<file path="config.mk">
export PLATFORM = sky130hd
export DESIGN_NAME = websocket_frame_deframer
export DESIGN_NICKNAME = d
export VERILOG_FILES = /design/src/hw/rtl/wsdf_pkg.sv /design/src/hw/rtl/websocket_frame_deframer.sv /design/src/hw/rtl/wsdf_core.sv
export SDC_FILE = /design/constraint.sdc
export NUM_CORES = 1
export LEC_CHECK = 0
export BUFFER_PORTS_ARGS = -buffer_cell sky130_fd_sc_hd__clkbuf_2
export CAP_MARGIN = 20
export CORE_ASPECT_RATIO = 2
export CORE_MARGIN = 2
export CORE_UTILIZATION = 55
export CTS_CLUSTER_SIZE = 25
export DETAILED_ROUTE_END_ITERATION = 10
export PLACE_DENSITY = 0.72
export SYNTH_ARGS = -nofsm -noshare
export SYNTH_HDL_FRONTEND = slang
export SYNTH_SLANG_ARGS = --single-unit
</file>
<file path="constraint.sdc">
create_clock -name clk -period 6.79 [get_ports clk]
set_input_delay 1.358 -clock clk [delete_from_list [all_inputs] [get_ports clk]]
set_output_delay 1.358 -clock clk [all_outputs]
set_load 0.05 [all_outputs]
</file>
<file path="src/hw/rtl/wsdf_pkg.sv">
package wsdf_pkg;

  localparam int unsigned LENGTH_BITS_DEF = 64;
  localparam logic [31:0] MAX_LEN_RESET   = 32'd1048576;

  localparam logic [3:0] OP_CLOSE = 4'h8;
  localparam logic [3:0] OP_PING  = 4'h9;
  localparam logic [3:0] OP_PONG  = 4'hA;

  localparam logic [6:0] LEN_EXT16 = 7'd126;
  localparam logic [6:0] LEN_EXT64 = 7'd127;

  localparam logic [2:0] EXT_LEFT16 = 3'd1;
  localparam logic [2:0] EXT_LEFT64 = 3'd7;

  typedef enum logic [2:0] {
    PH_HDR0 = 3'd0,
    PH_HDR1 = 3'd1,
    PH_EXT  = 3'd2,
    PH_MASK = 3'd3,
    PH_DATA = 3'd4
  } phase_t;

  typedef enum logic [2:0] {
    KIND_DATA      = 3'd0,
    KIND_CLOSE     = 3'd1,
    KIND_PING      = 3'd2,
    KIND_PONG      = 3'd3,
    KIND_TOO_LARGE = 3'd4
  } kind_t;

  typedef struct packed {
    logic       vld;
    kind_t      kind;
    logic [7:0] data_byte;
    logic       last;
  } res_t;

endpackage

</file>
<file path="src/hw/rtl/websocket_frame_deframer.sv">
// channel   dir  handshake            payload
// in        in   in_valid/in_stall    in_rx_byte[7:0]
// out       out  out_valid/out_stall  out_kind[2:0], out_data_byte[7:0], out_last
// cfg       in   cfg_valid/cfg_ready  cfg_max_payload_len[31:0]
//
// one byte per cycle while in_stall is low; a result appears in the cycle after its item is taken
// synchronous active-low reset: header phase, limit back to 1 MiB, no result held
// in_stall follows out_stall only while a result is held in the output register
// cfg_ready is always high
module websocket_frame_deframer #(
  parameter int unsigned LENGTH_BITS = wsdf_pkg::LENGTH_BITS_DEF
) (
  input  logic        clk,
  input  logic        rst_n,
  input  logic        in_valid,
  output logic        in_stall,
  input  logic [7:0]  in_rx_byte,
  output logic        out_valid,
  input  logic        out_stall,
  output logic [2:0]  out_kind,
  output logic [7:0]  out_data_byte,
  output logic        out_last,
  input  logic        cfg_valid,
  output logic        cfg_ready,
  input  logic [31:0] cfg_max_payload_len
);

  logic           acc;
  logic [31:0]    max_len_r;
  wsdf_pkg::res_t core_res;
  logic           out_valid_r, out_valid_nxt;
  logic [2:0]     kind_r;
  logic [7:0]     data_r;
  logic           last_r;

  assign in_stall  = out_valid_r && out_stall;
  assign acc       = in_valid && !in_stall;
  assign cfg_ready = 1'b1;

  wsdf_core #(
    .LENGTH_BITS(LENGTH_BITS)
  ) u_core (
    .clk     (clk),
    .rst_n   (rst_n),
    .step_en (acc),
    .rx_byte (in_rx_byte),
    .max_len (max_len_r),
    .res     (core_res)
  );

  always_ff @(posedge clk) begin
    if (!rst_n) begin
      max_len_r <= wsdf_pkg::MAX_LEN_RESET;
    end else if (cfg_valid && cfg_ready) begin
      max_len_r <= cfg_max_payload_len;
    end
  end

  always_comb begin
    if (acc && core_res.vld) begin
      out_valid_nxt = 1'b1;
    end else if (out_stall) begin
      out_valid_nxt = out_valid_r;
    end else begin
      out_valid_nxt = 1'b0;
    end
  end

  always_ff @(posedge clk) begin
    if (!rst_n) begin
      out_valid_r <= 1'b0;
    end else begin
      out_valid_r <= out_valid_nxt;
    end
  end

  always_ff @(posedge clk) begin
    if (acc && core_res.vld) begin
      kind_r <= core_res.kind;
      data_r <= core_res.data_byte;
      last_r <= core_res.last;
    end
  end

  assign out_valid     = out_valid_r;
  assign out_kind      = kind_r;
  assign out_data_byte = data_r;
  assign out_last      = last_r;

  a_result_loaded: assert property (@(posedge clk) disable iff (!rst_n)
    acc && core_res.vld |=> out_valid_r)
    else $error("result of accepted item not held");

  a_event_clean: assert property (@(posedge clk) disable iff (!rst_n)
    out_valid_r && (kind_r != wsdf_pkg::KIND_DATA) |-> (data_r == 8'd0) && !last_r)
    else $error("event result carries data or last");

  a_no_spurious: assert property (@(posedge clk) disable iff (!rst_n)
    $past(rst_n) && !$past(acc) && !$past(out_valid_r) |-> !out_valid_r)
    else $error("result without accepted item");

endmodule

</file>
<file path="src/hw/rtl/wsdf_core.sv">
module wsdf_core #(
  parameter int unsigned LENGTH_BITS = wsdf_pkg::LENGTH_BITS_DEF
) (
  input  logic                clk,
  input  logic                rst_n,
  input  logic                step_en,
  input  logic [7:0]          rx_byte,
  input  logic [31:0]         max_len,
  output wsdf_pkg::res_t      res
);

  localparam int unsigned CmpW = (LENGTH_BITS > 32) ? LENGTH_BITS : 32;

  wsdf_pkg::phase_t       phase_r, phase_nxt;
  logic [3:0]             opcode_r, opcode_nxt;
  logic                   mask_present_r, mask_present_nxt;
  logic                   discard_r, discard_nxt;
  logic [2:0]             ext_left_r, ext_left_nxt;
  logic [LENGTH_BITS-1:0] br_r, br_nxt;
  logic [31:0]            key_r, key_nxt;
  logic [1:0]             idx_r, idx_nxt;

  logic                   is_ctrl;
  logic                   is_ext;
  logic [LENGTH_BITS-1:0] len_short;
  logic [LENGTH_BITS-1:0] len_ext;
  logic [LENGTH_BITS-1:0] br_dec;
  logic                   finish;
  logic [LENGTH_BITS-1:0] fin_len;
  logic                   disc_in;
  logic                   too_large;
  logic                   fin_zero;
  wsdf_pkg::phase_t       fin_phase;
  logic [7:0]             key_byte;
  wsdf_pkg::kind_t        ctrl_kind;

  assign is_ctrl   = (opcode_r == wsdf_pkg::OP_CLOSE) || (opcode_r == wsdf_pkg::OP_PING) ||
                     (opcode_r == wsdf_pkg::OP_PONG);
  assign is_ext    = (rx_byte[6:0] == wsdf_pkg::LEN_EXT16) ||
                     (rx_byte[6:0] == wsdf_pkg::LEN_EXT64);
  assign len_short = LENGTH_BITS'(rx_byte[6:0]);
  assign len_ext   = {br_r[LENGTH_BITS-9:0], rx_byte};
  assign br_dec    = (br_r == '0) ? br_r : br_r - LENGTH_BITS'(1);

  // header completion point
  always_comb begin
    finish  = 1'b0;
    fin_len = br_r;
    disc_in = discard_r;
    case (phase_r)
      wsdf_pkg::PH_HDR1: begin
        disc_in = is_ctrl;
        fin_len = len_short;
        finish  = !is_ext && !rx_byte[7];
      end
      wsdf_pkg::PH_EXT: begin
        fin_len = len_ext;
        finish  = (ext_left_r == 3'd0) && !mask_present_r;
      end
      wsdf_pkg::PH_MASK: begin
        finish = (idx_r == 2'd3);
      end
      default: begin
      end
    endcase
  end

  assign too_large = finish && !disc_in && (CmpW'(fin_len) > CmpW'(max_len));
  assign fin_zero  = (fin_len == '0);
  assign fin_phase = fin_zero ? wsdf_pkg::PH_HDR0 : wsdf_pkg::PH_DATA;

  always_comb begin
    case (idx_r)
      2'd0:    key_byte = key_r[31:24];
      2'd1:    key_byte = key_r[23:16];
      2'd2:    key_byte = key_r[15:8];
      default: key_byte = key_r[7:0];
    endcase
  end

  always_comb begin
    case (opcode_r)
      wsdf_pkg::OP_CLOSE: ctrl_kind = wsdf_pkg::KIND_CLOSE;
      wsdf_pkg::OP_PING:  ctrl_kind = wsdf_pkg::KIND_PING;
      default:            ctrl_kind = wsdf_pkg::KIND_PONG;
    endcase
  end

  // next phase
  always_comb begin
    phase_nxt = phase_r;
    case (phase_r)
      wsdf_pkg::PH_HDR1: begin
        if (is_ext) begin
          phase_nxt = wsdf_pkg::PH_EXT;
        end else if (rx_byte[7]) begin
          phase_nxt = wsdf_pkg::PH_MASK;
        end else begin
          phase_nxt = fin_phase;
        end
      end
      wsdf_pkg::PH_EXT: begin
        if (ext_left_r == 3'd0) begin
          phase_nxt = mask_present_r ? wsdf_pkg::PH_MASK : fin_phase;
        end
      end
      wsdf_pkg::PH_MASK: begin
        if (idx_r == 2'd3) begin
          phase_nxt = fin_phase;
        end
      end
      wsdf_pkg::PH_DATA: begin
        if (br_dec == '0) begin
          phase_nxt = wsdf_pkg::PH_HDR0;
        end
      end
      default: begin
        phase_nxt = wsdf_pkg::PH_HDR1;
      end
    endcase
  end

  // datapath and result
  always_comb begin
    opcode_nxt       = opcode_r;
    mask_present_nxt = mask_present_r;
    discard_nxt      = discard_r;
    ext_left_nxt     = ext_left_r;
    br_nxt           = br_r;
    key_nxt          = key_r;
    idx_nxt          = idx_r;
    res              = '{vld: 1'b0, kind: wsdf_pkg::KIND_DATA, data_byte: 8'd0, last: 1'b0};
    case (phase_r)
      wsdf_pkg::PH_HDR1: begin
        mask_present_nxt = rx_byte[7];
        key_nxt          = 32'd0;
        idx_nxt          = 2'd0;
        discard_nxt      = is_ctrl;
        if (is_ctrl) begin
          res.vld  = 1'b1;
          res.kind = ctrl_kind;
        end
        if (is_ext) begin
          br_nxt       = '0;
          ext_left_nxt = (rx_byte[6:0] == wsdf_pkg::LEN_EXT16) ? wsdf_pkg::EXT_LEFT16
                                                                : wsdf_pkg::EXT_LEFT64;
        end else begin
          br_nxt = len_short;
        end
      end
      wsdf_pkg::PH_EXT: begin
        br_nxt = len_ext;
        if (ext_left_r != 3'd0) begin
          ext_left_nxt = ext_left_r - 3'd1;
        end
      end
      wsdf_pkg::PH_MASK: begin
        key_nxt = {key_r[23:0], rx_byte};
        idx_nxt = idx_r + 2'd1;
      end
      wsdf_pkg::PH_DATA: begin
        idx_nxt = idx_r + 2'd1;
        br_nxt  = br_dec;
        if (!discard_r) begin
          res.vld       = 1'b1;
          res.kind      = wsdf_pkg::KIND_DATA;
          res.data_byte = rx_byte ^ key_byte;
          res.last      = (br_dec == '0);
        end
      end
      default: begin
        opcode_nxt = rx_byte[3:0];
      end
    endcase
    if (finish) begin
      idx_nxt = 2'd0;
      if (too_large) begin
        discard_nxt = 1'b1;
        res.vld     = 1'b1;
        res.kind    = wsdf_pkg::KIND_TOO_LARGE;
      end
    end
  end

  always_ff @(posedge clk) begin
    if (!rst_n) begin
      phase_r        <= wsdf_pkg::PH_HDR0;
      opcode_r       <= 4'd0;
      mask_present_r <= 1'b0;
      discard_r      <= 1'b0;
      ext_left_r     <= 3'd0;
      br_r           <= '0;
      key_r          <= 32'd0;
      idx_r          <= 2'd0;
    end else if (step_en) begin
      phase_r        <= phase_nxt;
      opcode_r       <= opcode_nxt;
      mask_present_r <= mask_present_nxt;
      discard_r      <= discard_nxt;
      ext_left_r     <= ext_left_nxt;
      br_r           <= br_nxt;
      key_r          <= key_nxt;
      idx_r          <= idx_nxt;
    end
  end

endmodule
</file>
==> results.json, run 1 <==
{
  "cts_resized": 0,
  "rsz0062_at_grt": "no",
  "synth_area_um2": 10800,
  "drc_errors": 0,
  "synthFlopType": "dfxtp_1",
  "r2r_end": "out_last$_SDFFCE_PN0P_",
  "ys_async_sr_fraction_pct": 0,
  "setup_ws_ns": 2.14,
  "cts_setup_buffers": 0,
  "dp_hpwl_um": 32100,
  "p_per_area_nw_per_um2": 299,
  "path_delay_family": "simple AND/OR/NAND/NOR gates",
  "drv_slew": 0,
  "final.setup_skew_ns": 0.00690,
  "p_leak_uw": 0.00461,
  "peakVddDrop_mv": 0.212,
  "die_h_um": 202,
  "grt_overflow_total": 0,
  "routed_wl_um": 44500,
  "nFillCells": 1868,
  "numCtsBuffers": 17,
  "antenna_found_initial": 0,
  "htreeDepth": 4,
  "grt_usage_pct": 43.5,
  "period_share_pct": 68.4,
  "cpMostUsedCell": "nand4_1",
  "synthCells": 1475,
  "p_seq_share_pct": 29.2,
  "cts_tree": "done",
  "crit_buf_inv": 1,
  "ys_types": 84,
  "die_x_um": 103,
  "cp.depth": 11,
  "power.internal_uw": 1930,
  "tightest_slew_ns": 1.31,
  "end_kind": "register",
  "vias": 11800,
  "critPathCapture": "out_last$_SDFFCE_PN0P_",
  "pre_cts_slack_ns": 2.33,
  "gp_congestion": 1.10,
  "worst-setup-path-type": "reg2reg",
  "fmax_ghz": 0.215,
  "status": "complete, no violations",
  "cts-root-buf": "clkbuf_16",
  "layout_min_cycle_time_ns": 4.65,
  "synthTopCellsByArea": "dfxtp_1, nand2_1, nor2_1",
  "hold_buffers": 0,
  "dr.pass1.iters": 9,
  "grt_max_degree": 82,
  "switching_share_pct": 44.4,
  "max_stage_delay_ns": 0.72,
  "yosys_warnings": 0,
  "synthesis.nets": 1561,
  "grt_pass1_vias": 11200,
  "synth_edf_count": 12,
  "ys_seq_area_share_pct": 30.0,
  "num_io_pins": 60,
  "path_max_fanout": 11,
  "pwr-share-comb_pct": 44.0,
  "io_buffer_count": 58,
  "ant_nets": 0,
  "syn_area_per_cell_um2": 7.30,
  "drive_gt1_share_pct": 9.68,
  "antenna_cells": 0,
  "synth_top_area_cell": "dfxtp_1",
  "area_growth_syn_to_layout_pct": 7.77,
  "avgViaCountPerCell": 6.86,
  "cts.sinks": 155,
  "nets": 1530,
  "start_kind": "register",
  "grt_first_pass_wirelength_um": 66700,
  "yosys.area.top_type_share_pct": 26.6,
  "maxCapViolations": 0,
  "floorplan.initialDensity_pct": 55.8,
  "core_area_um2": 19300,
  "die_area_um2": 20800,
  "crit_chain": "inv_1, ha_1, or4b_4, nor2_1, nand4_1, a22oi_1, nand3_1, or4_1, nor4_1, nand4_1, nor3_1",
  "r2r.worst_path.cells": 11,
  "layout_common_cells": "nand2_1, nor2_1, dfxtp_1",
  "clk_pin_slew_ns": 0.07,
  "clock_latency_ns": 0.46,
  "power_switching_uw": 1540,
  "slew_headroom_pct": 12.0,
  "rows": 72,
  "rrSetupSlack_ns": 2.14,
  "drtIter0Drc": 1211,
  "worstPathArrival_ns": 4.94,
  "clkPwrFrac_pct": 26.8,
  "cp.required_ns": 7.09,
  "wl_per_cell_um": 25.9,
  "final_common_cell": "nand2_1",
  "hold_viol": 0,
  "crit_start": "u_core.br_r[0]$_SDFFE_PN0P_",
  "worst_path_max_delay_cell": "or4_1",
  "cts_max_path_buffers": 2,
  "final.setup.tns_ns": 0,
  "hold_path_class": "reg2reg",
  "rr_startpoint": "u_core.br_r[0]$_SDFFE_PN0P_",
  "setup_viol": 0,
  "synth-seq-cells": 155
}
## kinds of logic (layout without fill, tap and decap cells)
| logic type | count (synthesis) | count (layout) | share of synthesized area, % |
|---|---|---|---|
| flip-flops | 155 | 155 | 30.0 |
| AND/OR/NAND/NOR | 644 | 644 | 29.3 |
| multiplexers | 39 | 39 | 3.63 |
| adder cells (fa/ha/maj) | 41 | 41 | 4.77 |
| buffers and inverters | 177 | 159 | 6.64 |
| other | 1 | 1 | 0.0348 |
| AO/OA/AOI/OAI | 390 | 390 | 23.4 |
| XOR/XNOR | 28 | 28 | 2.28 |
## worst min path at each step
stage,startpoint,endpoint,slack (ns),depth (start not counted)
floorplan,u_core.key_r[24]$_SDFFE_PN0P_,u_core.key_r[24]$_SDFFE_PN0P_,0.43,2
global placement,u_core.key_r[26]$_SDFFE_PN0P_,u_core.key_r[26]$_SDFFE_PN0P_,0.44,2
detailed placement,u_core.key_r[26]$_SDFFE_PN0P_,u_core.key_r[26]$_SDFFE_PN0P_,0.45,2
CTS,u_core.key_r[26]$_SDFFE_PN0P_,u_core.key_r[26]$_SDFFE_PN0P_,0.46,2
global route,u_core.key_r[31]$_SDFFE_PN0P_,u_core.key_r[31]$_SDFFE_PN0P_,0.48,2
finish,u_core.key_r[26]$_SDFFE_PN0P_,u_core.key_r[26]$_SDFFE_PN0P_,0.46,2
## area by class of cell
type | instances | area, um2 | share of cell area [%]
Tap cell | 259 | 324 | 2.79
Inverter | 50 | 190 | 1.64
Clock buffer | 22 | 464 | 4.00
Clock inverter | 10 | 93.8 | 0.809
Sequential cell | 155 | 3220 | 27.8
Timing Repair Buffer | 77 | 445 | 3.84
Multi-Input combinational cell | 1143 | 6860 | 59.1
## state kept, by name (all words and copies together), names as in the netlist
signal                 count
out_data_byte              8
u_core.key_r              32
u_core.ext_left_r          3
u_core.discard_r           1
u_core.idx_r               2
u_core.phase_r             3
out_last                   1
max_len_r                 32
u_core.opcode_r            4
u_core.mask_present_r      1
out_valid                  1
u_core.br_r               64
out_kind                   3
## per-layer routing
layer / global-route usage (%) / part of all wire [%] / up-vias
met5: 0 / 0 / -
met4: 38.6 / 12 / 0
met3: 11.0 / 7.1 / 302
met2: 72.8 / 49 / 669
met1: 42.4 / 32 / 5497
li1: - / - / 5306
## through the flow
step / cells / utilization (%) / area, um2 / power [uW] / hold WS [ns]
detailed placement: 1684 / 57.3 / 11000 / 2480 / 0.448
finish: 1716 / 60.2 / 11600 / 3470 / 0.460
CTS: 1716 / 60.2 / 11600 / 3390 / 0.458
global placement: 1683 / 57.2 / 11000 / 2480 / 0.438
global route: 1716 / 60.2 / 11600 / 3590 / 0.479
floorplan: 1475 / - / 10800 / 1960 / 0.431
## worst reg2reg max path, stage by stage, from the launching register on
cell     delay, ns
dfxtp_1       0.37
inv_1         0.16
ha_1          0.28
or4b_4        0.56
nor2_1        0.65
nand4_1       0.43
a22oi_1       0.48
nand3_1       0.15
or4_1         0.72
nor4_1        0.40
nand4_1       0.13
nor3_1        0.17
## power by group through the flow
stage	sequential [uW]	clock [uW]	combinational, uW
finish	1010	929	1530
global route	1020	968	1610
CTS	1010	929	1460
detailed placement	1030	0	1450
global placement	1030	0	1450
floorplan	1010	0	942
## cell usage after synthesis (31+ instances only)
cell        n
a21oi_1   106
clkbuf_1  103
dfxtp_1   143
ha_1       41
inv_1      49
mux2i_1    39
nand2_1   199
nand3_1    59
nor2_1    158
nor3_1     54
nor4_1     31
o21ai_0   103
(Power assumes the default switching activity.)
==> run 2, diff against run 1 <==
--- a/config.mk
+++ b/config.mk
@@ -12,7 +12,7 @@
 export CORE_UTILIZATION = 55
 export CTS_CLUSTER_SIZE = 25
 export DETAILED_ROUTE_END_ITERATION = 10
-export PLACE_DENSITY = 0.72
+export PLACE_DENSITY = 0.75
 export SYNTH_ARGS = -nofsm -noshare
 export SYNTH_HDL_FRONTEND = slang
 export SYNTH_SLANG_ARGS = --single-unit
==> constraint.sdc (replaced) <==
create_clock -name clk -period 4 [get_ports clk]
set_input_delay 0.8 -clock clk [delete_from_list [all_inputs] [get_ports clk]]
set_output_delay 0.8 -clock clk [all_outputs]
set_load 0.05 [all_outputs]
==> results.json, run 2 (synthesis gave the netlist of run 1 again) <==
{
  "die_h_um": 202,
  "nFillCells": 1778,
  "path_max_fanout": 12,
  "clock_latency_ns": 0.46,
  "clk_pin_slew_ns": 0.07,
  "setup_viol": 0,
  "grt_overflow_total": 0,
  "dr.pass1.iters": 11,
  "rows": 72,
  "final_common_cell": "nand2_1",
  "dp_hpwl_um": 35700,
  "vias": 12600,
  "fin_util_pct": 65.8,
  "antenna_found_initial": 0,
  "start_kind": "register",
  "hold_buffers": 0,
  "grt_usage_pct": 46.9,
  "cp.required_ns": 4.32,
  "hold_path_class": "reg2reg",
  "cts_tree": "done",
  "slew_headroom_pct": 29.8,
  "routed_wl_um": 48200,
  "maxCapViolations": 0,
  "p_leak_uw": 0.00530,
  "area_growth_syn_to_layout_pct": 17.9,
  "peakVddDrop_mv": 0.317,
  "gp_congestion": 1.16,
  "final.setup.tns_ns": 0,
  "rr_startpoint": "u_core.br_r[7]$_SDFFE_PN0P_",
  "hold_viol": 0,
  "top_register": "u_core.br_r",
  "grt_pass1_vias": 12300,
  "worstPathArrival_ns": 4.19,
  "grt_first_pass_wirelength_um": 71600,
  "drv_slew": 0,
  "drtIter0Drc": 1362,
  "hp-start": "u_core.key_r[25]$_SDFFE_PN0P_",
  "crit_start": "u_core.br_r[7]$_SDFFE_PN0P_",
  "largest_reg_flops": 64,
  "register_area_um2": 3220,
  "worst-setup-path-type": "reg2reg",
  "whs_ns": 0.456,
  "fmax_ghz": 0.259,
  "period_share_pct": 96.6,
  "cpMostUsedCell": "buf_4",
  "drive_gt1_share_pct": 17.7,
  "largest_registers": "u_core.br_r x64, max_len_r x32, u_core.key_r x32",
  "cts-root-buf": "clkbuf_16",
  "htreeDepth": 4,
  "violations": "design-rule violations",
  "avgViaCountPerCell": 6.84,
  "numCtsBuffers": 17,
  "drc_errors": 1,
  "floorplan.initialDensity_pct": 55.8,
  "layout_min_cycle_time_ns": 3.86,
  "crit_chain": "nor3_1, and3_1, nand4_1, buf_4, o211ai_1, buf_4, buf_4, buf_4, o31a_1, nor4_1, buf_4, nand4_1, nor4_1, buf_4, o22ai_1",
  "antenna_cells": 0,
  "die_area_um2": 20800,
  "ant_nets": 0,
  "wl_per_cell_um": 26.1,
  "core_area_um2": 19300,
  "num_io_pins": 60,
  "power_uw": 6610,
  "status": "complete, but fails checks",
  "p_per_area_nw_per_um2": 521,
  "nets": 1664,
  "max_stage_delay_ns": 0.68,
  "io_buffer_count": 58,
  "cts.sinks": 155,
  "rsz0062_at_grt": "no",
  "grt_max_degree": 59,
  "layout_common_cells": "nand2_1, nor2_1, buf_4",
  "end_kind": "register",
  "multi_input_area_um2": 6870,
  "tightest_slew_ns": 1.05,
  "final.setup_skew_ns": 0.0112,
  "die_x_um": 103,
  "cts_max_path_buffers": 2,
  "worst_path_max_delay_cell": "dfxtp_1"
}
==> run 2: changes by cell type in the layout (fill, tap and decap cells not counted), sizes merged <==
cell | before | now
buf | 19 | 153
bufinv | 1 | 3
clkbuf | 80 | 75
clkinv | 5 | 2
clkinvlp | 3 | 4
inv | 51 | 56
==> run 2: worst paths after layout <==
kind / end / slack, ns / cells after the start
max: u_core.phase_r[2]$_SDFFE_PN0P_ / 0.14 / 15
min: u_core.key_r[25]$_SDFFE_PN0P_ / 0.46 / 2
max reg2reg: u_core.phase_r[2]$_SDFFE_PN0P_ / 0.14 / 15
min reg2reg: u_core.key_r[25]$_SDFFE_PN0P_ / 0.46 / 2
==> run 2: area by class of cell <==
cell class	count	share of cell area, %
multi-input combinational	1143	54.2
inverter	50	1.50
tap	259	2.55
clock inverter	15	1.47
sequential	155	25.4
timing repair buffer	211	11.5
clock buffer	17	3.35
==> run 2: through the flow <==
stage / std cells / area (um2) / setup WS (ns)
floorplan: 1475 / 10800 / 0.103
global placement: 1816 / 12000 / 0.212
detailed placement: 1816 / 12000 / 0.237
CTS: 1848 / 12700 / 0.212
global route: 1850 / 12700 / 0.0305
finish: 1850 / 12700 / 0.135
==> run 2: report_power, final <==
group          switching [uW]  internal (uW)  total (uW)  leakage, uW
logic                    2000           1170        3170      0.00373
registers                69.4           1630        1690      0.00128
clock network             745            992        1740     0.000288
==> run 2: layer usage <==
metal	up-vias	global-route usage, %	wire, um
li1	5554	-	-
met1	5887	42.6	14500
met2	826	77.7	23000
met3	378	13.2	3990
met4	0	47.8	6710
met5	-	0	0
==> run 2: timing repair <==
| action | CTS | global route |
|---|---|---|
| hold endpoints to repair | 0 | 0 |
| setup buffers | 0 | 2 |
| endpoints found under the setup margin | 0 | 17 |
| resized for setup | 0 | 5 |
==> run 2: worst max-delay path: cells and delay by family, from the launching register on <==
kind / cells / cell delay, ns
and+or+nand+nor: 6 / 1.46
buffers and inverters: 6 / 1.06
DFF: 1 / 0.68
AOI/OAI and AO/OA: 3 / 0.49
==> run 3, diff against run 2 <==
--- a/config.mk
+++ b/config.mk
@@ -5,6 +5,7 @@
 export SDC_FILE = /design/constraint.sdc
 export NUM_CORES = 1
 export LEC_CHECK = 0
+export ABC_AREA = 1
 export BUFFER_PORTS_ARGS = -buffer_cell sky130_fd_sc_hd__clkbuf_2
 export CAP_MARGIN = 20
 export CORE_ASPECT_RATIO = 2
==> results.json, run 3 <==
{
  "status": "complete, no violations",
  "syn_area_per_cell_um2": 6.24,
  "layout_min_cycle_time_ns": 3.78,
  "synth_edf_count": 12,
  "drtIter0Drc": 1140,
  "synth-seq-cells": 155,
  "ys_seq_area_share_pct": 29.9,
  "path_max_fanout": 15,
  "min_path_cells": 2,
  "numCtsBuffers": 17,
  "cts-root-buf": "clkbuf_16",
  "cts.sinks": 155,
  "placed_cells": 2001,
  "peakVddDrop_mv": 0.536,
  "cts_tree": "done",
  "synthTopCellsByArea": "dfxtp_1, nand2_1, nor2_1",
  "grt_usage_pct": 48.8,
  "synth_area_um2": 10800,
  "start_kind": "register",
  "num_io_pins": 60,
  "ys_types": 42,
  "register_area_um2": 3220,
  "wl_per_cell_um": 24.0,
  "ys_async_sr_fraction_pct": 0,
  "area_growth_syn_to_layout_pct": 11.4,
  "layout_common_cells": "nand2_1, nor2_1, inv_1",
  "setup_viol": 0,
  "synthCells": 1727,
  "synthFlopType": "dfxtp_1",
  "final.setup_skew_ns": 0.0124,
  "ant_nets": 0,
  "grt_pass1_vias": 12500,
  "cts_max_path_buffers": 2,
  "top_register": "u_core.br_r",
  "clock_latency_ns": 0.46,
  "largest_reg_flops": 64,
  "io_buffer_count": 58,
  "yosys_warnings": 0,
  "final.setup.tns_ns": 0,
  "synthesis.nets": 1813,
  "synth_top_area_cell": "dfxtp_1",
  "floorplan.initialDensity_pct": 55.9,
  "vias": 12700,
  "drive_gt1_share_pct": 10.0,
  "slew_headroom_pct": 29.4,
  "die_x_um": 103,
  "maxCapViolations": 0,
  "grt_max_degree": 74,
  "grt_first_pass_wirelength_um": 74900,
  "worstPathArrival_ns": 3.93,
  "tightest_slew_ns": 1.05,
  "nets": 1848,
  "rows": 72,
  "nFillCells": 1976,
  "largest_registers": "u_core.br_r x64, max_len_r x32, u_core.key_r x32",
  "period_share_pct": 94.6,
  "fmax_ghz": 0.264,
  "final_common_cell": "nand2_1",
  "pre_cts_slack_ns": 0.294,
  "yosysMostFrequentCell": "nand2_1",
  "worst-setup-path-type": "reg2reg",
  "antenna_cells": 0,
  "avgViaCountPerCell": 6.24,
  "hold_path_class": "reg2reg",
  "die_area_um2": 20800,
  "gp_congestion": 1.04,
  "drv_slew": 0,
  "synth_common_cells": "nand2_1, nor2_1, inv_1",
  "fin_cells": 2034,
  "routed_wl_um": 48800,
  "rsz0062_at_grt": "no",
  "grt_overflow_total": 0,
  "setup_ws_ns": 0.215,
  "multi_input_area_um2": 6530,
  "hold_viol": 0,
  "dp_hpwl_um": 36100,
  "antenna_found_initial": 0,
  "cp.required_ns": 4.14,
  "fin_util_pct": 62.3,
  "clk_pin_slew_ns": 0.07,
  "drc_errors": 0,
  "dr.pass1.iters": 8,
  "die_h_um": 202,
  "yosys.area.top_type_share_pct": 26.6,
  "htreeDepth": 4,
  "end_kind": "register",
  "r2r.worst_path.cells": 19,
  "p_per_area_nw_per_um2": 694,
  "core_area_um2": 19300,
  "p_leak_uw": 0.00542
}
## run 3: cell count changes after synthesis, moves of 25 or more
cell,change
mux2i_1,-39
a22oi_1,-27
a21oi_1,+45
nor2_1,+61
or3_1,-25
o21ai_0,+38
clkbuf_1,-49
inv_1,+135
nand2_1,+225
nand3_1,+50
nor3_1,-36
## run 3: per-stage QoR
step	area, um2	hold slack (ns)	total power (uW)
2_1_floorplan	10800	0.431	4790
3_3_place_gp	11300	0.453	6240
3_5_place_dp	11400	0.463	6260
4_1_cts	12000	0.474	7980
5_1_grt	12000	0.489	8780
6_report	12000	0.469	8340
## run 3: cell families (layout without fill, tap and decap cells)
| logic type | after synthesis | in the layout | synth area share, % |
|---|---|---|---|
| AO/OA/AOI/OAI | 388 | 388 | 20.2 |
| XOR/XNOR | 14 | 14 | 1.14 |
| adder cells (fa/ha/maj) | 41 | 41 | 4.76 |
| buffers and inverters | 265 | 313 | 9.71 |
| flip-flops | 155 | 155 | 29.9 |
| other | 1 | 1 | 0.0348 |
| AND/OR/NAND/NOR | 863 | 863 | 34.2 |
## run 3: worst max-delay path: stages, from the launching register on
cell and delay, ns:
dfxtp_1 0.36, inv_1 0.10, nand3_1 0.28, nand2_2 0.27
clkinvlp_4 0.27, o21ai_1 0.28, ha_1 0.29, inv_1 0.06
nor2_1 0.03, nor2_1 0.09, o21a_1 0.12, nor2_1 0.04
o21ai_0 0.17, nand4_1 0.12, a21oi_1 0.17, nand2_1 0.11
nand3_2 0.19, nand3_1 0.09, nand2_1 0.15, clkinvlp_4 0.27
## run 3: metal layers
layer / vias to the layer above / track usage [%] / part of all wire, % / wire length [um]
met5: - / 1.54 / 0 / 0
met4: 0 / 50.4 / 14 / 6950
met3: 399 / 20.8 / 9.3 / 4550
met2: 719 / 77.2 / 47 / 23100
met1: 5745 / 43.1 / 29 / 14200
li1: 5836 / - / - / -
## run 3: final timing paths
path | start | to | slack [ns]
setup / recovery | u_core.phase_r[2]$_SDFFE_PN0P_ | out_data_byte[3]$_SDFFCE_PN0P_ | 0.22
hold / removal | max_len_r[5]$_SDFFE_PN0P_ | max_len_r[5]$_SDFFE_PN0P_ | 0.47
setup reg to reg | u_core.phase_r[2]$_SDFFE_PN0P_ | out_data_byte[3]$_SDFFCE_PN0P_ | 0.22
hold reg to reg | max_len_r[5]$_SDFFE_PN0P_ | max_len_r[5]$_SDFFE_PN0P_ | 0.47
## run 3: final cells by class
cell class                 count  area share, %
multi-input combinational   1307           54.4
sequential                   155           26.8
inverter                     190           6.01
timing repair buffer          91           4.96
clock buffer                  19           3.78
tap                          259           2.70
clock inverter                13           1.28
## run 3: what timing repair did
| item | 4_1_cts | 5_1_grt |
|---|---|---|
| resized for setup | 0 | 9 |
| hold buffers | 0 | 0 |
| buffers inserted | 0 | 1 |
| setup endpoints to repair | 0 | 12 |
## run 3: power breakdown
| group | total [uW] | internal, uW | leakage, uW | switching (uW) |
|---|---|---|---|---|
| Combinational | 4480 | 1180 | 0.00384 | 3300 |
| Sequential | 2120 | 1790 | 0.00129 | 329 |
| Clock | 1730 | 971 | 0.000290 | 757 |
